### src/ehft_pkg.sv
// ---------------------------------------------------------------------------
// Ethernet hash filter table package
// Operation codes, the item type and the constant hash masks. The hash of an
// address is an affine function of its bits, so each index bit is the parity
// of the address under a fixed mask, taken against the hash of address zero.
// ---------------------------------------------------------------------------
package ehft_pkg;

  localparam int MacWidth   = 48;
  localparam int TableWidth = 64;
  localparam int IndexWidth = 6;

  localparam logic [1:0] OpAdd   = 2'd0;
  localparam logic [1:0] OpWrite = 2'd1;
  localparam logic [1:0] OpClear = 2'd2;

  localparam logic [31:0] CrcPoly = 32'hEDB8_8320;

  typedef struct packed {
    logic [1:0]          op;
    logic [MacWidth-1:0] mac_address;
    logic [2:0]          byte_index;
    logic [7:0]          byte_value;
  } item_t;

  typedef logic [IndexWidth-1:0][MacWidth-1:0] mask_array_t;

  function automatic logic [IndexWidth-1:0] hash_ref(input logic [MacWidth-1:0] mac);
    logic [31:0]           crc;
    logic [IndexWidth-1:0] idx;
    crc = '1;
    for (int k = 0; k < MacWidth / 8; k++) begin
      crc = crc ^ {24'd0, mac[8*k +: 8]};
      for (int b = 0; b < 8; b++) begin
        if (crc[0]) begin
          crc = (crc >> 1) ^ CrcPoly;
        end else begin
          crc = crc >> 1;
        end
      end
    end
    for (int i = 0; i < IndexWidth; i++) begin
      idx[IndexWidth-1-i] = crc[3+i];
    end
    return idx;
  endfunction

  function automatic mask_array_t build_masks();
    mask_array_t           m;
    logic [IndexWidth-1:0] base;
    logic [IndexWidth-1:0] h;
    base = hash_ref('0);
    for (int i = 0; i < MacWidth; i++) begin
      h = hash_ref(MacWidth'(1) << i) ^ base;
      for (int j = 0; j < IndexWidth; j++) begin
        m[j][i] = h[j];
      end
    end
    return m;
  endfunction

  localparam logic [IndexWidth-1:0] HashBase  = hash_ref('0);
  localparam mask_array_t           HashMasks = build_masks();

endpackage

### src/ehft_hash.sv
// ---------------------------------------------------------------------------
// Ethernet hash filter table: address hash
// Six parity trees over the address give the table index of the CRC-32 hash.
// ---------------------------------------------------------------------------
module ehft_hash
  import ehft_pkg::*;
(
  input  logic [MacWidth-1:0]   mac_address,
  output logic [IndexWidth-1:0] hash
);

  always_comb begin
    for (int j = 0; j < IndexWidth; j++) begin
      hash[j] = HashBase[j] ^ (^(mac_address & HashMasks[j]));
    end
  end

endmodule

### src/ehft_table.sv
// ---------------------------------------------------------------------------
// Ethernet hash filter table: table state
// Holds the 64-bit table and works out its value after each word.
// ---------------------------------------------------------------------------
module ehft_table
  import ehft_pkg::*;
(
  input  logic                  clk,
  input  logic                  rst,
  input  logic                  update,
  input  item_t                 item,
  input  logic [IndexWidth-1:0] hash,
  output logic [TableWidth-1:0] table_next,
  output logic [IndexWidth-1:0] index_next
);

  logic [TableWidth-1:0] filter_table;

  always_comb begin
    table_next = filter_table;
    index_next = '0;
    unique case (item.op)
      OpAdd: begin
        table_next = filter_table | (TableWidth'(1) << hash);
        index_next = hash;
      end
      OpWrite: begin
        table_next[8*item.byte_index +: 8] = item.byte_value;
      end
      OpClear: begin
        table_next = '0;
      end
      default: begin
        table_next = filter_table;
      end
    endcase
  end

  always_ff @(posedge clk) begin
    if (rst) begin
      filter_table <= '0;
    end else if (update) begin
      filter_table <= table_next;
    end
  end

endmodule

### src/ethernet_hash_filter_table.sv
// ---------------------------------------------------------------------------
// Ethernet hash filter table
// Keeps a 64-bit multicast hash filter table with add, write-byte and clear.
// ---------------------------------------------------------------------------
// The input channel carries one operation per word: op, mac_address,
// byte_index and byte_value. A word is taken at a clock edge where in_valid
// is high and in_stall is low. Each word yields exactly one output word with
// the whole table after the operation and the index set by an add, or zero.
// The word is registered on entry, the hash parity trees and the table update
// sit between that register and the output register, and out_valid rises when
// the word moves from the entry register into the output register. One word is
// taken every cycle while the receiver keeps out_stall low.
// When the receiver stalls with a result waiting, the word held in the entry
// register waits too, and in_stall rises only while both registers are full.
// The output word holds steady until it is taken.
// Synchronous reset empties both registers and clears the table to zero.
// ---------------------------------------------------------------------------
module ethernet_hash_filter_table
  import ehft_pkg::*;
(
  input  logic                  clk,
  input  logic                  rst,
  input  logic                  in_valid,
  output logic                  in_stall,
  input  logic [1:0]            op,
  input  logic [MacWidth-1:0]   mac_address,
  input  logic [2:0]            byte_index,
  input  logic [7:0]            byte_value,
  output logic                  out_valid,
  input  logic                  out_stall,
  output logic [TableWidth-1:0] table_bits,
  output logic [IndexWidth-1:0] hash_index
);

  logic                  item_valid;
  item_t                 item;
  logic                  advance;
  logic [IndexWidth-1:0] hash;
  logic [TableWidth-1:0] table_next;
  logic [IndexWidth-1:0] index_next;

  assign advance  = item_valid & (~out_valid | ~out_stall);
  assign in_stall = item_valid & out_valid & out_stall;

  always_ff @(posedge clk) begin
    if (rst) begin
      item_valid <= 1'b0;
    end else if (!in_stall) begin
      item_valid <= in_valid;
    end
  end

  always_ff @(posedge clk) begin
    if (in_valid && !in_stall) begin
      item.op          <= op;
      item.mac_address <= mac_address;
      item.byte_index  <= byte_index;
      item.byte_value  <= byte_value;
    end
  end

  ehft_hash u_hash (
    .mac_address (item.mac_address),
    .hash        (hash)
  );

  ehft_table u_table (
    .clk        (clk),
    .rst        (rst),
    .update     (advance),
    .item       (item),
    .hash       (hash),
    .table_next (table_next),
    .index_next (index_next)
  );

  always_ff @(posedge clk) begin
    if (rst) begin
      out_valid <= 1'b0;
    end else if (advance) begin
      out_valid <= 1'b1;
    end else if (!out_stall) begin
      out_valid <= 1'b0;
    end
  end

  always_ff @(posedge clk) begin
    if (advance) begin
      table_bits <= table_next;
      hash_index <= index_next;
    end
  end

  a_reset_empties: assert property (@(posedge clk) rst |=> !out_valid && !in_stall)
    else $error("Output register not empty after reset.");

  a_stall_only_when_full: assert property (@(posedge clk) disable iff (rst)
    in_stall |-> item_valid && out_valid && out_stall)
    else $error("Input stalled while a register was free.");

  a_index_bit_set: assert property (@(posedge clk) disable iff (rst)
    out_valid && (hash_index != '0) |-> table_bits[hash_index])
    else $error("Reported hash index not set in the table.");

  a_advance_fills: assert property (@(posedge clk) disable iff (rst)
    advance |=> out_valid)
    else $error("Word moved on but no output word appeared.");

endmodule

### config.mk
export PLATFORM = sky130hd
export DESIGN_NAME = ethernet_hash_filter_table
export DESIGN_NICKNAME = d
export VERILOG_FILES = /design/src/ehft_pkg.sv /design/src/ehft_hash.sv /design/src/ehft_table.sv /design/src/ethernet_hash_filter_table.sv
export SDC_FILE = /design/constraint.sdc
export NUM_CORES = 1
export LEC_CHECK = 0
export ABC_AREA = 1
export BUFFER_PORTS_ARGS = -buffer_cell sky130_fd_sc_hd__buf_2
export CORE_MARGIN = 8
export CORE_UTILIZATION = 55
export DETAILED_ROUTE_END_ITERATION = 10
export GPL_TIMING_DRIVEN = 0
export MAX_ROUTING_LAYER = met4
export PLACE_DENSITY = 0.72
export SYNTH_ARGS = -nofsm -noshare
export SYNTH_HDL_FRONTEND = slang
export SYNTH_SLANG_ARGS = --single-unit
### constraint.sdc
create_clock -name clk -period 7.3 [get_ports clk]
set_input_delay 0.365 -clock clk [delete_from_list [all_inputs] [get_ports clk]]
set_output_delay 0.365 -clock clk [all_outputs]
set_load 0.03 [all_outputs]
==> results.md <==
* Pleak at 6.20 nW
* Worst clock skew at 0.0120 ns
* Hold Startpoint: mac_address[20]
* Hold path endpoint: item[31]$_DFFE_PP_
* Antenna-violating nets left at 0
* Global-route wire length before repair at 51.3 mm
* Clock Path Buffers at 2
* Setup bufs post-CTS at 0
* Antenna violations before repair at 0
* Unrepaired setup endpoints after global routing: no
* Synth cell types at 44
* Setup TNS at 0 ns
* Vias at 10200
* Critical path's top delay family: compound AO/OA/AOI/OAI gates
* Post-synthesis mux area share at 0
* DR pass1 iterations at 6
* Total grt overflow at 0
* Critical Path Sink Type: register
* Hold buffer count at CTS at 0
* Pre-CTS WS at 4.04 ns
* Register-to-Register Path Depth at 14
* Synth Net Count at 1499
* Initial Utilization at 0.561
* Compound-Gate Fraction of Synth Area at 0.125
* Chip width at 157 um
* Most frequent cells in the layout: nand2_1 (411), inv_1 (217), buf_2 (145)
* Hold Path Stages at 1
* Max_slew headroom at 0.387
* Highest Clock Rate at 295 MHz
* CTS Sinks at 197
* Reg-to-reg slack, setup at 3.91 ns
* Type of origin of the critical path: register
* Post-synthesis xor/xnor area fraction at 0.0159
* DRC errors left at 0
* Slew Limit Fails at 0
* Vias in the first global route at 9304
* Top cells by area, synth: edfxtp_1 (36%), nand2_1 (14%), dfxtp_1 (12%), inv_1 (7.5%), nand3_1 (5.3%)
* Tmin final at 3.39 ns
* Largest net degree at the start of global routing at 45
* Worst-path clk slew at 0.08 ns
* Kind of critical path: reg2reg
* Maximum vdd drop at 0.165 mV
* Clock Latency Late Sink at 0.45 ns
* Io pins at 137
* Largest area contributor in the netlist: edfxtp_1
* Die span in y at 157 um
* Hold slack final at 0.0859 ns
* Placer Congestion at 0.976
* Main combinational cell family by area after synthesis: simple AND/OR/NAND/NOR gates
* Slew at the pin with the worst max-slew slack at 0.916 ns
* TritonCTS clock tree: yes
* Status: finished clean
* Root Buffer: clkbuf_16
* H-Tree Depth at 4
* Synth Area in Simple Gates at 0.276
* Routed wire length at 33.3 mm
* Area delta synth->final at 15.0%
* Most common cell on crit path: inv_1
* Number of CTS-inserted buffers at 17
* Crit path largest cell delay at 0.54 ns
* Avg Inst Size Synth at 7.65 sq um
* Worst path bufs/invs at 5
* Cell chain of the critical path: inv_1 > ha_1 > ha_1 > nor2_1 > inv_1 > nor2_1 > inv_1 > nor2_1 > inv_1 > a21oi_1 > o22ai_1 > a31o_2 > o21ai_0 > inv_1
* Worst Setup SP: item[8]$_DFFE_PP_
* DR vias/cell at 5.47
* Cells after Synth at 1432
* CP Max Fanout at 8
* Synth Warn # at 0
* Worst EP arrival at 3.74 ns
* # resized after CTS at 0
* # nets final at 1655
* Final setup fails at 0
* Max cap viols at 0
* Total global-route track usage at 0.281
* Power Density at 238 nW/um^2
* WL/cell at 17.8 um
* R2R Path Start: item[8]$_DFFE_PP_
* Synthesized area at 10900 sq um
* Crit-path slowest cell: a21oi_1
* Row count at 51
* Die area at 24700 sq um
* Commonest non-fill, non-tap cell in the layout: nand2_1
* Fraction of the yosys area taken by sequential cells at 0.480
* Port bufs at 135
* R2r endpoint: u_table.filter_table[63]$_SDFFE_PP0P_
* N_diodes at 0
* Final Hold Fails at 0
* Adder-cell share of the synthesized area at 0.00229
* Worst EP required at 7.65 ns
* Worst setup slack after layout at 3.91 ns
* Worst hold path class: in2reg
* Fin crit share at 0.464
* Area share of the largest cell type after synthesis at 0.359
* Layout cells sized above 1 at 0.160
* Core Region at 19500 sq um
* #FFs+latches synth at 197
* Initial DRC Count at 1226
* Post-DP HPWL at 25.1 mm
-- cell families (layout without fill, tap and decap cells) --
kind of cell,after synthesis,in the layout
buffers and inverters,281,450
and+or+nand+nor,702,702
xor gates and xnor gates,19,19
AOI/OAI and AO/OA,231,231
DFF,197,197
adders and majority gates,2,2
-- cell usage after synthesis (all sizes together) --
library cell and instances:
a211oi 1, a21oi 76, a22oi 15, a31o 3
a32oi 6, buf 19, clkbuf 28, clkinv 2
dfxtp 66, edfxtp 131, ha 2, inv 232
nand2 427, nand3 119, nand3b 5, nand4 31
nor2 118, nor3 1, nor4 1, o211ai 1
o21ai 94, o21bai 9, o22ai 26, xnor2 8
xor2 11
-- final cells by class --
class,count,area (sq um)
fill,1771,6930
inverter,234,882
sequential,197,5260
buffer,47,235
tap,265,332
clock buffer,18,429
multi-input combinational,954,4580
timing repair buffer,137,716
clock inverter,14,166
-- report_power, final --
part | switching [mW] | leakage (nW) | internal (mW)
combinational | 0.524 | 4.09 | 0.199
sequential | 0.0441 | 1.81 | 1.27
clock | 0.473 | 0.288 | 0.490
total | 1.04 | 6.20 | 1.96
-- sequential cells by signal (all words and copies together) (netlist names) --
name and flops:
hash_index 6, item_valid 1, table_bits 64, out_valid 1, u_table.filter_table 64, item 61
-- layer usage --
metal  global-route usage  wire length, um  up-vias
met5                    -                0        -
met4               0.0888              861        0
met3               0.0614             3230       71
met2                0.409            14200      504
met1                0.387            15000     4641
li1                     -                -     4993
-- worst max path at each step --
stage,end,cells past startpoint,slack [ns]
after floorplan,hash_index[0]$_SDFFCE_PN0P_,4,3.81
after global placement,table_bits[57]$_DFFE_PP_,5,2.48
after detailed placement,table_bits[49]$_DFFE_PP_,14,4.04
after CTS,table_bits[49]$_DFFE_PP_,14,4.03
after global routing,table_bits[49]$_DFFE_PP_,14,3.76
final,u_table.filter_table[63]$_SDFFE_PP0P_,14,3.91
-- per-stage QoR --
step	total power, mW	cells	util	area [sq um]
after floorplan	1.83	1432	-	10900
after global placement	2.03	1832	0.612	12000
after detailed placement	2.04	1834	0.615	12000
after CTS	2.99	1866	0.645	12600
after global routing	3.12	1866	0.645	12600
final	3.00	1866	0.645	12600
-- worst reg2reg max path, cell delays in order, from the launching register on --
cell and delay, ns:
edfxtp_1 0.44, inv_1 0.08, ha_1 0.21, ha_1 0.23, nor2_1 0.12, inv_1 0.05
nor2_1 0.08, inv_1 0.05, nor2_1 0.49, inv_1 0.34, a21oi_1 0.55, o22ai_1 0.16
a31o_2 0.28, o21ai_0 0.17, inv_1 0.05
(Power assumes the default switching activity.)
